`config.mk`:
```
export PLATFORM = sky130hd
export DESIGN_NAME = cmi_front
export DESIGN_NICKNAME = d
export VERILOG_FILES = /design/src/rtl/cnc_motion_interpolator_core_assert.svh /design/src/rtl/cmi_pkg.sv /design/src/rtl/cmi_front.sv
export SDC_FILE = /design/constraint.sdc
export NUM_CORES = 1
export LEC_CHECK = 0
export BUFFER_PORTS_ARGS = -buffer_cell sky130_fd_sc_hd__clkbuf_2
export CORE_AREA = 5 5 135 137
export DETAILED_ROUTE_END_ITERATION = 7
export DIE_AREA = 0 0 140 142
export PLACE_DENSITY = 0.51
export RECOVER_POWER = 50
export SLEW_MARGIN = 0
export SYNTH_ARGS = -nofsm -noshare
export SYNTH_HDL_FRONTEND = slang
export SYNTH_SLANG_ARGS = --single-unit
```
`constraint.sdc`:
```
create_clock -name vclk -period 2
set_input_delay 0.3 -clock vclk [all_inputs]
set_output_delay 0.3 -clock vclk [all_outputs]
set_load 0.1 [all_outputs]
```
`src/rtl/cnc_motion_interpolator_core_assert.svh`:
```
// ----------------------------------------------------------------------------
// Assertion macros for the motion interpolator
// Concurrent checks that compile away when SYNTHESIS is defined.
// ----------------------------------------------------------------------------
`ifndef CNC_MOTION_INTERPOLATOR_CORE_ASSERT_SVH
`define CNC_MOTION_INTERPOLATOR_CORE_ASSERT_SVH
`ifndef SYNTHESIS
`define CMI_ASSERT_IMPL(name, clk, rstn, ante, cons, msg) \
    name: assert property (@(posedge clk) disable iff (!rstn) (ante) |-> (cons)) \
        else $error(msg);
`define CMI_ASSERT_NEXT(name, clk, rstn, ante, cons, msg) \
    name: assert property (@(posedge clk) disable iff (!rstn) (ante) |=> (cons)) \
        else $error(msg);
`else
`define CMI_ASSERT_IMPL(name, clk, rstn, ante, cons, msg)
`define CMI_ASSERT_NEXT(name, clk, rstn, ante, cons, msg)
`endif
`endif

```
`src/rtl/cmi_pkg.sv`:
```
// ----------------------------------------------------------------------------
// cmi_pkg
// Shared types, codes and constant tables of the motion interpolator.
// ----------------------------------------------------------------------------
package cmi_pkg;

    localparam int COORD_W = 32;
    localparam int CW      = 36;
    localparam int ZW      = 34;
    localparam int SEG_W   = 7;
    localparam int DIV_W   = 40;

    localparam logic [28:0] GAIN_SQ_Q30 = 29'd395948877;

    localparam logic [2:0] ACT_RAPID  = 3'd0;
    localparam logic [2:0] ACT_LINEAR = 3'd1;
    localparam logic [2:0] ACT_CW     = 3'd2;
    localparam logic [2:0] ACT_CCW    = 3'd3;
    localparam logic [2:0] ACT_HOME   = 3'd4;

    localparam logic [1:0] PLANE_YZ = 2'd1;
    localparam logic [1:0] PLANE_XZ = 2'd2;

    localparam logic [1:0] AXIS_X = 2'd0;
    localparam logic [1:0] AXIS_Y = 2'd1;
    localparam logic [1:0] AXIS_Z = 2'd2;

    localparam logic [1:0] REG_WORK_PLANE = 2'd0;
    localparam logic [1:0] REG_ARC_SEGS   = 2'd1;
    localparam logic [1:0] REG_LINE_SEGS  = 2'd2;

    localparam logic [1:0] ST_OK      = 2'd0;
    localparam logic [1:0] ST_MISSING = 2'd1;
    localparam logic [1:0] ST_UNSUP   = 2'd2;

    localparam logic [SEG_W-1:0] ARC_SEG_RESET  = 7'd50;
    localparam logic [SEG_W-1:0] LINE_SEG_RESET = 7'd5;

    typedef enum logic [2:0] {
        CMD_RAPID,
        CMD_LINEAR,
        CMD_ARC_CW,
        CMD_ARC_CCW,
        CMD_HOME,
        CMD_MISSING,
        CMD_UNSUP
    } cmd_kind_t;

    typedef struct packed {
        cmd_kind_t                  kind;
        logic [SEG_W-1:0]           n;
        logic [2:0]                 pres;
        logic signed [COORD_W-1:0]  tx;
        logic signed [COORD_W-1:0]  ty;
        logic signed [COORD_W-1:0]  tz;
        logic signed [COORD_W-1:0]  ci;
        logic signed [COORD_W-1:0]  cj;
    } cmd_t;

    typedef enum logic [3:0] {
        BK_IDLE,
        BK_VEC_GO,
        BK_VEC_WAIT,
        BK_GAIN_HI,
        BK_GAIN_LO,
        BK_ANG_MUL,
        BK_ANG_DIV_GO,
        BK_ANG_DIV_WAIT,
        BK_ROT_GO,
        BK_ROT_WAIT,
        BK_LERP_MUL,
        BK_LERP_DIV_GO,
        BK_LERP_DIV_WAIT,
        BK_EMIT
    } bk_state_t;

    // Arctangent of 2^-i as a fraction of a full turn (2^32 = one turn).
    function automatic logic [31:0] atan_turn(input logic [4:0] i);
        logic [31:0] v;
        case (i)
            5'd0:  v = 32'd536870912;
            5'd1:  v = 32'd316933406;
            5'd2:  v = 32'd167458907;
            5'd3:  v = 32'd85004756;
            5'd4:  v = 32'd42667331;
            5'd5:  v = 32'd21354465;
            5'd6:  v = 32'd10679838;
            5'd7:  v = 32'd5340245;
            5'd8:  v = 32'd2670163;
            5'd9:  v = 32'd1335087;
            5'd10: v = 32'd667544;
            5'd11: v = 32'd333772;
            5'd12: v = 32'd166886;
            5'd13: v = 32'd83443;
            5'd14: v = 32'd41722;
            5'd15: v = 32'd20861;
            5'd16: v = 32'd10430;
            5'd17: v = 32'd5215;
            5'd18: v = 32'd2608;
            5'd19: v = 32'd1304;
            5'd20: v = 32'd652;
            5'd21: v = 32'd326;
            5'd22: v = 32'd163;
            5'd23: v = 32'd81;
            5'd24: v = 32'd41;
            5'd25: v = 32'd20;
            5'd26: v = 32'd10;
            5'd27: v = 32'd5;
            5'd28: v = 32'd3;
            5'd29: v = 32'd1;
            5'd30: v = 32'd1;
            default: v = 32'd0;
        endcase
        return v;
    endfunction

    // First arc axis of the plane; plane code 3 behaves as XY.
    function automatic logic [1:0] plane_a(input logic [1:0] p);
        return (p == PLANE_YZ) ? AXIS_Y : AXIS_X;
    endfunction

    function automatic logic [1:0] plane_b(input logic [1:0] p);
        return ((p == PLANE_YZ) || (p == PLANE_XZ)) ? AXIS_Z : AXIS_Y;
    endfunction

    function automatic logic [1:0] plane_c(input logic [1:0] p);
        logic [1:0] c;
        case (p)
            PLANE_YZ: c = AXIS_X;
            PLANE_XZ: c = AXIS_Y;
            default:  c = AXIS_Z;
        endcase
        return c;
    endfunction

    function automatic logic signed [COORD_W-1:0] pick3(
        input logic [1:0]                idx,
        input logic signed [COORD_W-1:0] v0,
        input logic signed [COORD_W-1:0] v1,
        input logic signed [COORD_W-1:0] v2
    );
        logic signed [COORD_W-1:0] r;
        case (idx)
            AXIS_X:  r = v0;
            AXIS_Y:  r = v1;
            default: r = v2;
        endcase
        return r;
    endfunction

    function automatic logic [SEG_W-1:0] clamp_seg(
        input logic [SEG_W-1:0] v,
        input logic [SEG_W-1:0] lo,
        input logic [SEG_W-1:0] hi
    );
        logic [SEG_W-1:0] r;
        r = v;
        if (r < lo) r = lo;
        if (r > hi) r = hi;
        return r;
    endfunction

endpackage

```
`src/rtl/cmi_front.sv`:
```
// ----------------------------------------------------------------------------
// cmi_front
// Classifies an incoming motion request and settles its point count.
// ----------------------------------------------------------------------------
module cmi_front import cmi_pkg::*; #(
    parameter int MAX_SEGMENTS = 64
) (
    input  logic [2:0]                  action,
    input  logic signed [COORD_W-1:0]   target_x,
    input  logic signed [COORD_W-1:0]   target_y,
    input  logic signed [COORD_W-1:0]   target_z,
    input  logic [2:0]                  axis_present,
    input  logic signed [COORD_W-1:0]   center_i,
    input  logic signed [COORD_W-1:0]   center_j,
    input  logic [1:0]                  center_present,
    input  logic [1:0]                  work_plane,
    input  logic [SEG_W-1:0]            arc_segments,
    input  logic [SEG_W-1:0]            line_segments,
    output cmd_t                        cmd
);

    logic arc_ok;

    always_comb
    begin
        arc_ok = axis_present[plane_a(work_plane)] && axis_present[plane_b(work_plane)]
                 && (center_present == 2'b11);
        cmd.tx   = target_x;
        cmd.ty   = target_y;
        cmd.tz   = target_z;
        cmd.ci   = center_i;
        cmd.cj   = center_j;
        cmd.pres = axis_present;
        cmd.n    = 7'd1;
        case (action)
            ACT_RAPID:
            begin
                cmd.kind = CMD_RAPID;
            end
            ACT_LINEAR:
            begin
                cmd.kind = CMD_LINEAR;
                cmd.n    = clamp_seg(line_segments, 7'd1, SEG_W'(MAX_SEGMENTS));
            end
            ACT_CW:
            begin
                cmd.kind = arc_ok ? CMD_ARC_CW : CMD_MISSING;
                cmd.n    = clamp_seg(arc_segments, 7'd2, SEG_W'(MAX_SEGMENTS));
            end
            ACT_CCW:
            begin
                cmd.kind = arc_ok ? CMD_ARC_CCW : CMD_MISSING;
                cmd.n    = clamp_seg(arc_segments, 7'd2, SEG_W'(MAX_SEGMENTS));
            end
            ACT_HOME:
            begin
                cmd.kind = CMD_HOME;
                cmd.n    = 7'd2;
            end
            default:
            begin
                cmd.kind = CMD_UNSUP;
            end
        endcase
    end

endmodule

```
==> results.py <==
metrics = {
    "outcome": {
        "status": "complete, no violations",
    },
    "cells_and_area": {
        "finalNonFillerCells": 301,
        "final_cell_area_um2": 948,
        "n_clock_buffer": 0,
        "seq_cells": 0,
        "nets": 263,
        "diodes": 0,
        "syn2layout_area_growth_pct": -35.7,
        "final-seq-area_um2": 0,
        "final_common_cell": "clkbuf_2",
        "drive_gt1_share_pct": 75.0,
        "final_cell_mix": "clkbuf_2, buf_12, buf_4",
    },
    "critical_path": {
        "startpoint": "work_plane[1]",
        "worstPathRequired_ns": 1.70,
        "cp_max_fo": 2,
        "start_kind": "input pin",
        "cp-end-kind": "output pin",
        "cp_data_arrival_time_ns": 1.62,
        "path_cells": "clkbuf_2, inv_1, ha_4, o21ba_2, or4_4, o2bb2ai_4, buf_12",
        "critical-path-slowest-cell": "or4_4",
        "cpPeakStageDelay_ns": 0.43,
        "path_class": "in2out",
    },
    "timing": {
        "max_slew_margin_pct": 63.4,
        "grt_setup_unrepaired": "false",
        "hold_viol": 0,
        "fmax_ghz": 0.521,
        "worst_slew_pin_slew_ns": 0.548,
        "post-route-min-period_ns": 1.92,
        "fin_crit_sh_pct": 96.0,
        "tns_ns": 0,
        "drv_slew": 0,
        "finalSetupViolations": 0,
    },
    "power_and_ir_drop": {
        "peakVddDrop_v": 0.0000554,
        "p_sw_uw": 176,
        "power_uw": 274,
        "p_int_uw": 97.8,
        "pwr-share-clk_pct": 0,
        "switching_share_pct": 64.3,
        "seqPwrFrac_pct": 0,
        "powerDensity_nw_per_um2": 289,
        "cellLeakagePower_uw": 0.000335,
        "comb_power_share_pct": 100.0,
    },
    "die": {
        "fp.dieH_um": 142,
        "die_w_um": 140,
        "initial_core_util_pct": 8.71,
        "row_count": 48,
        "core_area_um2": 16900,
        "die_area_um2": 19900,
        "ios": 357,
    },
    "synth": {
        "synthDominantCellAreaShare_pct": 83.0,
        "yosysWarnings": 0,
        "synth_seq_area_share_pct": 0,
        "syn_nets": 383,
        "synth_area_leaders": "buf_4, a22o_1, a21oi_1",
        "syn-mean-instance-area_um2": 7.45,
        "yosys.area.top_type": "buf_4",
        "ys_types": 26,
        "syn_inst": 198,
        "syn-cell-area_um2": 1480,
    },
    "detailed_routing": {
        "routed_wl_um": 5250,
        "wl_per_cell_um": 17.4,
        "avgViaCountPerCell": 2.30,
        "drtAntennaViolNets": 0,
        "drt_iter0_drc": 6,
        "drtPass1Iterations": 2,
        "drc": 0,
        "vias": 691,
    },
    "clock_tree": {
        "cts_hold_buffers": 0,
        "cts_setup_buffers": 0,
    },
    "global_route": {
        "grt_pass1_vias": 794,
        "grt_pass1_wl_um": 6510,
        "antenna_found_initial": 0,
        "gr-total-overflow": 0,
        "grt_max_degree": 8,
        "gr-usage-all-layers_pct": 4.63,
    },
    "placed_design": {
        "place_congestion": 0.705,
        "io_buffer_count": 37,
        "hpwl_um": 4630,
        "dp.cells": 301,
        "placed_area_um2": 932,
    },
    "worst_hold_path": {
        "min_from": "target_y[10]",
        "hold_class": "in2out",
    },
    "flow_run": {
        "cap_violations": 0,
    },
}
-- power by group through the flow --
stage | Sequential (uW) | Clock, uW | Combinational, uW
floorplan | 0 | 0 | 1680
global placement | 0 | 0 | 275
detailed placement | 0 | 0 | 276
CTS | 0 | 0 | 278
global route | 0 | 0 | 289
finish | 0 | 0 | 274
-- cells in the mapped netlist --
cell type	count
o211a_1	1
nor2_1	2
inv_1	4
nor4bb_1	1
nor4_1	1
ha_1	1
nand2_1	2
o41ai_1	1
a21oi_1	3
o21bai_1	1
nand2b_1	1
o2bb2ai_1	1
a2111o_1	1
a22o_2	1
or4_1	2
o21ba_2	1
or4_4	1
buf_4	163
a22o_1	3
nor3b_1	1
buf_6	1
nand3_1	1
xnor2_1	1
a211o_1	1
or2_2	1
o21ai_0	1
-- kinds of logic (layout without fill, tap and decap cells) --
family	after synthesis	count (layout)	share of synthesized area [%]
buf+inv	168	46	84.7
compound gates	15	15	8.23
simple gates	13	13	5.60
fa+ha+maj	1	1	0.848
xor+xnor	1	1	0.594
-- worst max-delay path: cells and delay by family --
kind | cells | cell delay, ns
AND/OR/NAND/NOR | 1 | 0.43
AO/OA/AOI/OAI | 2 | 0.35
buffers and inverters | 3 | 0.34
adder cells (fa/ha/maj) | 1 | 0.20
-- per-stage QoR --
step | hold WS (ns) | setup WS (ns) | util (%)
2_1_floorplan | 0.812 | -0.0929 | -
3_3_place_gp | 0.601 | -0.0142 | 5.50
3_5_place_dp | 0.601 | -0.0293 | 5.50
4_1_cts | 0.601 | 0.0104 | 5.53
5_1_grt | 0.600 | 0.0312 | 5.60
6_report | 0.600 | 0.0806 | 5.60
-- per-layer routing --
layer / global-route usage (%) / up-vias / part of all wire (%)
met5: 0 / - / 0
met3: 4.81 / 94 / 24
li1: - / 222 / -
met2: 6.20 / 128 / 40
met4: 6.22 / 0 / 15
met1: 3.02 / 247 / 21
-- final timing paths --
path / to / slack (ns) / depth (start not counted)
worst max-delay path: cmd[171] / 0.08 / 7
worst min-delay path: cmd[106] / 0.60 / 0
-- what timing repair did --
item | 4_1_cts | 5_1_grt
gates cloned | 0 | 0
gates resized for setup | 1 | 1
pin swaps | 0 | 2
setup endpoints to repair | 1 | 4
-- layout make-up --
cell class,count,area (um2)
timing repair buffer,42,373
tap,225,282
inverter,4,15.0
fill,2015,16000
multi-input combinational,30,279
No activity file was read; power rests on OpenSTA's default activity.
