===== config.mk =====
export PLATFORM = sky130hd
export DESIGN_NAME = cmi_queue
export DESIGN_NICKNAME = d
export VERILOG_FILES = /design/src/rtl/cnc_motion_interpolator_core_assert.svh /design/src/rtl/cmi_pkg.sv /design/src/rtl/cmi_queue.sv
export SDC_FILE = /design/constraint.sdc
export NUM_CORES = 1
export LEC_CHECK = 0
export ABC_CLOCK_PERIOD_IN_PS = 13500
export BUFFER_PORTS_ARGS = -buffer_cell sky130_fd_sc_hd__buf_2
export CAP_MARGIN = 10
export CORE_MARGIN = 8
export CORE_UTILIZATION = 56
export CTS_BUF_LIST = sky130_fd_sc_hd__clkbuf_16
export CTS_CLUSTER_DIAMETER = 50
export DETAILED_ROUTE_END_ITERATION = 10
export PLACE_DENSITY = 0.85
export SLEW_MARGIN = 20
export SYNTH_ARGS = -nofsm -noshare
export SYNTH_HDL_FRONTEND = slang
export SYNTH_SLANG_ARGS = --single-unit

===== constraint.sdc =====
create_clock -name clk -period 13.5 [get_ports clk]
set_input_delay 1.35 -clock clk [delete_from_list [all_inputs] [get_ports clk]]
set_output_delay 1.35 -clock clk [all_outputs]
set_load 0.02 [all_outputs]

===== src/rtl/cnc_motion_interpolator_core_assert.svh =====
// ----------------------------------------------------------------------------
// Assertion macros for the motion interpolator
// Concurrent checks that compile away when SYNTHESIS is defined.
// ----------------------------------------------------------------------------
`ifndef CNC_MOTION_INTERPOLATOR_CORE_ASSERT_SVH
`define CNC_MOTION_INTERPOLATOR_CORE_ASSERT_SVH
`ifndef SYNTHESIS
`define CMI_ASSERT_IMPL(name, clk, rstn, ante, cons, msg) \
    name: assert property (@(posedge clk) disable iff (!rstn) (ante) |-> (cons)) \
        else $error(msg);
`define CMI_ASSERT_NEXT(name, clk, rstn, ante, cons, msg) \
    name: assert property (@(posedge clk) disable iff (!rstn) (ante) |=> (cons)) \
        else $error(msg);
`else
`define CMI_ASSERT_IMPL(name, clk, rstn, ante, cons, msg)
`define CMI_ASSERT_NEXT(name, clk, rstn, ante, cons, msg)
`endif
`endif


===== src/rtl/cmi_pkg.sv =====
// ----------------------------------------------------------------------------
// cmi_pkg
// Shared types, codes and constant tables of the motion interpolator.
// ----------------------------------------------------------------------------
package cmi_pkg;

    localparam int COORD_W = 32;
    localparam int CW      = 36;
    localparam int ZW      = 34;
    localparam int SEG_W   = 7;
    localparam int DIV_W   = 40;

    localparam logic [28:0] GAIN_SQ_Q30 = 29'd395948877;

    localparam logic [2:0] ACT_RAPID  = 3'd0;
    localparam logic [2:0] ACT_LINEAR = 3'd1;
    localparam logic [2:0] ACT_CW     = 3'd2;
    localparam logic [2:0] ACT_CCW    = 3'd3;
    localparam logic [2:0] ACT_HOME   = 3'd4;

    localparam logic [1:0] PLANE_YZ = 2'd1;
    localparam logic [1:0] PLANE_XZ = 2'd2;

    localparam logic [1:0] AXIS_X = 2'd0;
    localparam logic [1:0] AXIS_Y = 2'd1;
    localparam logic [1:0] AXIS_Z = 2'd2;

    localparam logic [1:0] REG_WORK_PLANE = 2'd0;
    localparam logic [1:0] REG_ARC_SEGS   = 2'd1;
    localparam logic [1:0] REG_LINE_SEGS  = 2'd2;

    localparam logic [1:0] ST_OK      = 2'd0;
    localparam logic [1:0] ST_MISSING = 2'd1;
    localparam logic [1:0] ST_UNSUP   = 2'd2;

    localparam logic [SEG_W-1:0] ARC_SEG_RESET  = 7'd50;
    localparam logic [SEG_W-1:0] LINE_SEG_RESET = 7'd5;

    typedef enum logic [2:0] {
        CMD_RAPID,
        CMD_LINEAR,
        CMD_ARC_CW,
        CMD_ARC_CCW,
        CMD_HOME,
        CMD_MISSING,
        CMD_UNSUP
    } cmd_kind_t;

    typedef struct packed {
        cmd_kind_t                  kind;
        logic [SEG_W-1:0]           n;
        logic [2:0]                 pres;
        logic signed [COORD_W-1:0]  tx;
        logic signed [COORD_W-1:0]  ty;
        logic signed [COORD_W-1:0]  tz;
        logic signed [COORD_W-1:0]  ci;
        logic signed [COORD_W-1:0]  cj;
    } cmd_t;

    typedef enum logic [3:0] {
        BK_IDLE,
        BK_VEC_GO,
        BK_VEC_WAIT,
        BK_GAIN_HI,
        BK_GAIN_LO,
        BK_ANG_MUL,
        BK_ANG_DIV_GO,
        BK_ANG_DIV_WAIT,
        BK_ROT_GO,
        BK_ROT_WAIT,
        BK_LERP_MUL,
        BK_LERP_DIV_GO,
        BK_LERP_DIV_WAIT,
        BK_EMIT
    } bk_state_t;

    // Arctangent of 2^-i as a fraction of a full turn (2^32 = one turn).
    function automatic logic [31:0] atan_turn(input logic [4:0] i);
        logic [31:0] v;
        case (i)
            5'd0:  v = 32'd536870912;
            5'd1:  v = 32'd316933406;
            5'd2:  v = 32'd167458907;
            5'd3:  v = 32'd85004756;
            5'd4:  v = 32'd42667331;
            5'd5:  v = 32'd21354465;
            5'd6:  v = 32'd10679838;
            5'd7:  v = 32'd5340245;
            5'd8:  v = 32'd2670163;
            5'd9:  v = 32'd1335087;
            5'd10: v = 32'd667544;
            5'd11: v = 32'd333772;
            5'd12: v = 32'd166886;
            5'd13: v = 32'd83443;
            5'd14: v = 32'd41722;
            5'd15: v = 32'd20861;
            5'd16: v = 32'd10430;
            5'd17: v = 32'd5215;
            5'd18: v = 32'd2608;
            5'd19: v = 32'd1304;
            5'd20: v = 32'd652;
            5'd21: v = 32'd326;
            5'd22: v = 32'd163;
            5'd23: v = 32'd81;
            5'd24: v = 32'd41;
            5'd25: v = 32'd20;
            5'd26: v = 32'd10;
            5'd27: v = 32'd5;
            5'd28: v = 32'd3;
            5'd29: v = 32'd1;
            5'd30: v = 32'd1;
            default: v = 32'd0;
        endcase
        return v;
    endfunction

    // First arc axis of the plane; plane code 3 behaves as XY.
    function automatic logic [1:0] plane_a(input logic [1:0] p);
        return (p == PLANE_YZ) ? AXIS_Y : AXIS_X;
    endfunction

    function automatic logic [1:0] plane_b(input logic [1:0] p);
        return ((p == PLANE_YZ) || (p == PLANE_XZ)) ? AXIS_Z : AXIS_Y;
    endfunction

    function automatic logic [1:0] plane_c(input logic [1:0] p);
        logic [1:0] c;
        case (p)
            PLANE_YZ: c = AXIS_X;
            PLANE_XZ: c = AXIS_Y;
            default:  c = AXIS_Z;
        endcase
        return c;
    endfunction

    function automatic logic signed [COORD_W-1:0] pick3(
        input logic [1:0]                idx,
        input logic signed [COORD_W-1:0] v0,
        input logic signed [COORD_W-1:0] v1,
        input logic signed [COORD_W-1:0] v2
    );
        logic signed [COORD_W-1:0] r;
        case (idx)
            AXIS_X:  r = v0;
            AXIS_Y:  r = v1;
            default: r = v2;
        endcase
        return r;
    endfunction

    function automatic logic [SEG_W-1:0] clamp_seg(
        input logic [SEG_W-1:0] v,
        input logic [SEG_W-1:0] lo,
        input logic [SEG_W-1:0] hi
    );
        logic [SEG_W-1:0] r;
        r = v;
        if (r < lo) r = lo;
        if (r > hi) r = hi;
        return r;
    endfunction

endpackage


===== src/rtl/cmi_queue.sv =====
// ----------------------------------------------------------------------------
// cmi_queue
// Two-entry command queue between the classifier and the sequencer.
// ----------------------------------------------------------------------------
module cmi_queue import cmi_pkg::*; (
    input  logic    clk,
    input  logic    rst_n,
    input  logic    push,
    input  cmd_t    push_cmd,
    output logic    full,
    input  logic    pop,
    output logic    not_empty,
    output cmd_t    head
);

    cmd_t       mem_reg [2];
    logic       wr_ptr_reg, wr_ptr_next;
    logic       rd_ptr_reg, rd_ptr_next;
    logic [1:0] count_reg, count_next;
    logic       do_pop;

    always_comb
    begin
        do_pop      = pop && (count_reg != 2'd0);
        wr_ptr_next = wr_ptr_reg ^ push;
        rd_ptr_next = rd_ptr_reg ^ do_pop;
        count_next  = count_reg + {1'b0, push} - {1'b0, do_pop};
    end

    always_ff @(posedge clk or negedge rst_n)
    begin
        if (!rst_n)
        begin
            wr_ptr_reg <= 1'b0;
            rd_ptr_reg <= 1'b0;
            count_reg  <= 2'd0;
        end
        else
        begin
            wr_ptr_reg <= wr_ptr_next;
            rd_ptr_reg <= rd_ptr_next;
            count_reg  <= count_next;
        end
    end

    always_ff @(posedge clk)
    begin
        if (push)
        begin
            mem_reg[wr_ptr_reg] <= push_cmd;
        end
    end

    assign full      = (count_reg == 2'd2);
    assign not_empty = (count_reg != 2'd0);
    assign head      = mem_reg[rd_ptr_reg];

endmodule

==> results.json, run 1 <==
{
  "status": "finished, final reports clean",
  "layout_common_cells": "351 x buf_2, 346 x edfxtp_1, 173 x mux2_2, 37 x clkbuf_16, 13 x inv_1",
  "dpl-instance-area_um2": 14740,
  "final_common_cell": "buf_2",
  "relSlewSlack_pct": 30.03,
  "io_buffers": 351,
  "hold_class": "flop to flop",
  "largest_reg_flops": 346,
  "num_rows": 55,
  "start_util_pct": 56.69,
  "worst_pin_slew_ns": 1.049,
  "cts-htree-levels": 2,
  "ys_ff_latch": 350,
  "cts_buffers": 36,
  "seq_area_frac_synth_pct": 82.23,
  "period_share_pct": 29.49,
  "crit_path_max_incr_delay_ns": 0.82,
  "hold_start": "count_reg[1]$_DFF_PN0_",
  "cp_slowest_cell": "buf_4",
  "worst-path-max-fanout": 81,
  "die_h_um": 166.9,
  "dp_hpwl_mm": 18.41,
  "drtIter0Drc": 448,
  "synth_area_um2": 12760,
  "cp-end-kind": "primary output",
  "setup_viol": 0,
  "drc": 0,
  "power.density_nw_per_um2": 220.9,
  "maxCapViolCount": 0,
  "fin_nets": 1113,
  "path_cells": "buf_4 -> mux2_2 -> buf_2",
  "nFillCells": 1435,
  "vias": 6550,
  "min_delay_path_depth": 1,
  "min_period_ns": 3.982,
  "setup_tns_ns": 0,
  "postCtsHoldBufs": 0,
  "antenna_found_initial": 8,
  "stdcell_area_um2": 15800,
  "synthCells": 556,
  "yosysWarnings": 0,
  "grt_remaining_overflow": 0,
  "clock-root-buffer": "clkbuf_16",
  "clock_sinks": 350,
  "cts_resized": 0,
  "finalHoldViolCount": 0,
  "ios": 352,
  "drive_gt1_share_pct": 60.48,
  "ant_nets": 0,
  "arrival_ns": 2.63,
  "critPathRequiredTime_ns": 12.15,
  "path_class": "flop to primary output",
  "core_area_um2": 22500,
  "vias_per_cell": 5.270,
  "firstDrtPassIters": 4,
  "cts_buffer_depth": 3,
  "cts_tree": "yes",
  "cp-start-kind": "flop",
  "routed_wl_mm": 26.55,
  "cts_setup_buffers": 0,
  "rr_worst_depth": 2,
  "cts.clk_slew.worst_paths_ns": 0.06,
  "grt_pass1_wl_mm": 39.24,
  "vdd_drop_max_v": 0.0001610,
  "slew_violations": 0,
  "cp-startpoint": "rd_ptr_reg$_DFF_PN0_",
  "rsz0062_at_grt": "false",
  "grtUsageTotal_pct": 18.14,
  "grt_pass1_vias": 7096,
  "wl_per_cell_um": 21.36,
  "fmaxAchievable_mhz": 251.2,
  "synth_nets": 737,
  "synth.distinct_cells": 12,
  "finClkSkew_ns": 0.01321,
  "worstSkewPairLatency_ns": 0.49,
  "area_growth_pct": 23.87,
  "p_leak_nw": 6.003,
  "gp_congestion": 0.7506,
  "crit-reg2reg-launch": "wr_ptr_reg$_DFF_PN0_",
  "dieArea_um2": 27870,
  "grt_max_degree": 82,
  "avgSynthCellArea_um2": 22.94,
  "die_w_um": 166.9
}
cell type report:
class / count / area [um^2] / share of cell area, %
inverter: 4 / 15.01 / 0.09501
multi-input combinational: 183 / 2069 / 13.10
timing repair buffer: 357 / 1802 / 11.40
antenna: 4 / 10.01 / 0.06334
clock buffer: 37 / 925.9 / 5.859
sequential: 350 / 10490 / 66.41
tap: 285 / 356.6 / 2.257
clock inverter: 23 / 130.1 / 0.8234
where the power goes:
group	total [W]	switching [W]	internal, W
clock network	0.000884	0.000372	0.000512
registers	0.00151	0.0000613	0.00145
logic	0.00110	0.000678	0.000421
kinds of logic after synthesis:
kind of cell	Yosys count	synth area share, %
buffers and inverters	23	1.746
adder cells (fa/ha/maj)	4	0.3923
multiplexers	173	15.27
AO/OA/AOI/OAI	1	0.05887
flip-flops	350	82.23
XOR/XNOR	3	0.2060
AND/OR/NAND/NOR	2	0.09814
cell usage after synthesis:
library cell | number | area share, %
buf_2 | 1 | 0.039
buf_6 | 18 | 1.6
dfrtp_1 | 4 | 0.78
edfxtp_1 | 346 | 81
ha_1 | 4 | 0.39
inv_1 | 4 | 0.12
mux2_2 | 173 | 15
nor2b_1 | 1 | 0.049
o21a_1 | 1 | 0.059
or2_2 | 1 | 0.049
xnor2_1 | 2 | 0.14
xor2_1 | 1 | 0.069
per-stage QoR:
| stage | hold WS (ns) | worst slack [ns] | std cells | power (W) | util, % |
|---|---|---|---|---|---|
| final | 0.5890 | 9.518 | 1243 | 0.003491 | 70.23 |
| after global routing | 0.6196 | 9.389 | 1241 | 0.003630 | 70.20 |
| after CTS | 0.5564 | 9.483 | 1239 | 0.003528 | 70.18 |
| after detailed placement | 0.5359 | 10.02 | 1179 | 0.002642 | 65.49 |
| after global placement | 0.4970 | 10.02 | 1179 | 0.002614 | 65.49 |
| after floorplan | 0.4731 | 7.576 | 556 | 0.002344 | - |
worst paths after layout:
kind | slack (ns) | endpoint
min | 0.59 | count_reg[1]$_DFF_PN0_
max | 9.52 | head[94]
max reg2reg | 11.35 | mem_reg[1][95]$_DFFE_PP_
max in group asynchronous | 12.71 | rd_ptr_reg$_DFF_PN0_
min reg2reg | 0.59 | count_reg[1]$_DFF_PN0_
min in group asynchronous | 0.65 | rd_ptr_reg$_DFF_PN0_
routing by layer:
metal  vias up  track usage [%]  routed length [um]
li1       2982                -                   -
met1      3253            19.86                9855
met2       248            32.47               13890
met3        55            6.194                2078
met4        12            6.110                 650
met5         -                0                  70
worst max-delay path: cells and delay by family (launching register included):
kind	cells	cell delay (ns)
buffers and inverters	2	0.98
flip-flops	1	0.64
multiplexers	1	0.42
No activity file was read; power rests on OpenSTA's default activity.
==> run 2, diff against run 1 <==
--- a/config.mk
+++ b/config.mk
@@ -5,15 +5,15 @@
 export SDC_FILE = /design/constraint.sdc
 export NUM_CORES = 1
 export LEC_CHECK = 0
-export ABC_CLOCK_PERIOD_IN_PS = 13500
+export ABC_CLOCK_PERIOD_IN_PS = 3300
 export BUFFER_PORTS_ARGS = -buffer_cell sky130_fd_sc_hd__buf_2
 export CAP_MARGIN = 10
 export CORE_MARGIN = 8
-export CORE_UTILIZATION = 56
+export CORE_UTILIZATION = 47
 export CTS_BUF_LIST = sky130_fd_sc_hd__clkbuf_16
 export CTS_CLUSTER_DIAMETER = 50
 export DETAILED_ROUTE_END_ITERATION = 10
-export PLACE_DENSITY = 0.85
+export PLACE_DENSITY = 0.76
 export SLEW_MARGIN = 20
 export SYNTH_ARGS = -nofsm -noshare
 export SYNTH_HDL_FRONTEND = slang
==> constraint.sdc (replaced) <==
create_clock -name clk -period 3.3 [get_ports clk]
set_input_delay 0.33 -clock clk [delete_from_list [all_inputs] [get_ports clk]]
set_output_delay 0.33 -clock clk [all_outputs]
set_load 0.02 [all_outputs]
==> run 2 against run 1 <==
  * Sequential power increased to 4.1 times the previous value
  * Clock skew increased by 0.015 ns
  * Setup slack got worse by 8.9 ns
  * Hold slack got worse by 0.57 ns
  * Final cell count grew 18%
  * Combinational power grew to 4.4 times the previous value
  * Critical endpoint is now head[22]
  * Register-to-register slack worse by 10 ns
  * Global-route usage grew 0.31 points
  * Critical path depth stayed put
  * Highest routed layer is now met4
==> results.json, run 2 (same netlist as run 1, synthesis figures left out) <==
{
  "gp_congestion": 0.7262,
  "grt_max_degree": 75,
  "cp_slowest_cell": "dfrtp_4",
  "final_common_cell": "buf_2",
  "cts_buffer_depth": 3,
  "p_int_w": 0.01046,
  "worst_pin_slew_ns": 0.8355,
  "firstDrtPassIters": 4,
  "grt_remaining_overflow": 0,
  "period_share_pct": 81.68,
  "busiest_layer": "met2",
  "antenna_found_initial": 4,
  "power.share.clock_pct": 28.3,
  "setup_viol": 0,
  "cts_buffers": 39,
  "path_class": "flop to primary output",
  "dp_hpwl_mm": 18.95,
  "clock-root-buffer": "clkbuf_16",
  "slew_violations": 0,
  "grt_pass1_wl_mm": 47.06,
  "holdWs_ns": 0.02036,
  "grt.met2_usage_pct": 33.52,
  "p_leak_nw": 6.816,
  "num_rows": 60,
  "relSlewSlack_pct": 44.30,
  "use_met1_pct": 19.46,
  "cts_tree": "yes",
  "setup_tns_ns": 0,
  "path_cells": "buf_12 -> mux2_2 -> buf_2",
  "dieArea_um2": 32670,
  "grt_pass1_vias": 8333,
  "layout_common_cells": "351 x buf_2, 346 x edfxtp_1, 173 x mux2_2, 156 x dlygate4sd3_1, 40 x clkbuf_16",
  "cts.clk_slew.worst_paths_ns": 0.06,
  "pwr-share-comb_pct": 31.5,
  "vdd_drop_max_v": 0.0005846,
  "drive_gt1_share_pct": 52.97,
  "area_growth_pct": 39.74,
  "drc": 0,
  "cts-htree-levels": 2,
  "start_util_pct": 47.60,
  "share_seq_of_total_power_pct": 40.2,
  "vias": 7312,
  "worst-path-max-fanout": 74,
  "cp-end-kind": "primary output",
  "largest_reg_flops": 346,
  "arrival_ns": 2.37,
  "fmaxAchievable_mhz": 371.0,
  "power.density_nw_per_um2": 862.2,
  "fin_nets": 1278,
  "use_met3_pct": 5.878,
  "cp-start-kind": "flop",
  "worstSkewPairLatency_ns": 0.53,
  "crit_path_max_incr_delay_ns": 0.77,
  "finClkSkew_ns": 0.02819,
  "rsz0062_at_grt": "false",
  "routed_wl_mm": 30.99,
  "critPathRequiredTime_ns": 2.97,
  "swShare_pct": 31.97,
  "vias_per_cell": 4.967,
  "min_period_ns": 2.695,
  "place_inst": 1241,
  "wl_per_cell_um": 21.06,
  "core_area_um2": 26800,
  "switchingPower_w": 0.004915,
  "fin_cells": 1472,
  "ant_nets": 0,
  "clock_sinks": 350,
  "drtIter0Drc": 419,
  "grtUsageTotal_pct": 18.45,
  "finalHoldViolCount": 0,
  "ios": 352,
  "cts_setup_buffers": 0,
  "status": "finished, final reports clean",
  "io_buffers": 351,
  "die_w_um": 180.8,
  "maxCapViolCount": 0,
  "die_h_um": 180.8,
  "hold_class": "input port to flop"
}
-- run 2: changes by cell type in the layout (fill, tap and decap cells not counted), moves of 3 or more --
cell / change
buf_12: +8
clkinvlp_4: +3
dlygate4sd3_1: +156
bufinv_16: +4
inv_1: -3
clkbuf_16: +3
-- run 2: cell type report --
| cell class | instances | area (um^2) |
|---|---|---|
| Tap cell | 341 | 426.7 |
| Inverter | 4 | 15.01 |
| Antenna cell | 4 | 10.01 |
| Clock inverter | 31 | 302.8 |
| Sequential cell | 350 | 10490 |
| Fill cell | 1742 | 8974 |
| Multi-Input combinational cell | 183 | 2069 |
| Clock buffer | 40 | 1001 |
| Timing Repair Buffer | 519 | 3508 |
-- run 2: layer usage --
layer / wire (um) / share of wire, %
met5: 0 / 0
met4: 1130 / 3.6
met3: 2574 / 8.3
met2: 16510 / 53
met1: 10780 / 35
-- run 2: through the flow --
step / instance area, um^2 / utilization, % / total power (W) / setup WS [ns]
finish: 17830 / 66.52 / 0.01537 / 0.6047
global route: 17830 / 66.52 / 0.01599 / 0.4979
CTS: 17820 / 66.48 / 0.01544 / 0.6226
detailed placement: 14950 / 55.79 / 0.01096 / 1.188
global placement: 14950 / 55.79 / 0.01087 / 1.181
floorplan: 12760 / - / 0.009499 / 0.2119
-- run 2: what timing repair did --
item                       CTS  global route
hold endpoints to repair   310             0
hold buffers               156             0
resized for setup            0             0
setup endpoints to repair    0             0
-- run 2: power groups by stage --
stage,registers [W],logic [W],clock network (W)
after floorplan,0.00618,0.00332,0
after global placement,0.00620,0.00466,0
after detailed placement,0.00626,0.00469,0
after CTS,0.00617,0.00487,0.00440
after global routing,0.00627,0.00513,0.00459
final,0.00618,0.00484,0.00434
-- run 2: path summary, 6_finish.rpt --
path	cells after the start	to	startpoint	slack (ns)
worst min register to register	1	count_reg[1]$_DFF_PN0_	count_reg[1]$_DFF_PN0_	0.52
worst min-delay path	1	mem_reg[1][9]$_DFFE_PP_	push_cmd[9]	0.02
worst max-delay path	3	head[22]	rd_ptr_reg$_DFF_PN0_	0.60
worst max register to register	3	mem_reg[0][135]$_DFFE_PP_	wr_ptr_reg$_DFF_PN0_	1.40
min in group asynchronous	2	rd_ptr_reg$_DFF_PN0_	rst_n	0.15
max in group asynchronous	2	rd_ptr_reg$_DFF_PN0_	rst_n	3.01
-- run 2: worst max-delay path, delay by kind of cell (launching register included) --
kind | cells | cell delay [ns]
buffers and inverters | 2 | 0.56
flip-flops | 1 | 0.77
multiplexers | 1 | 0.41
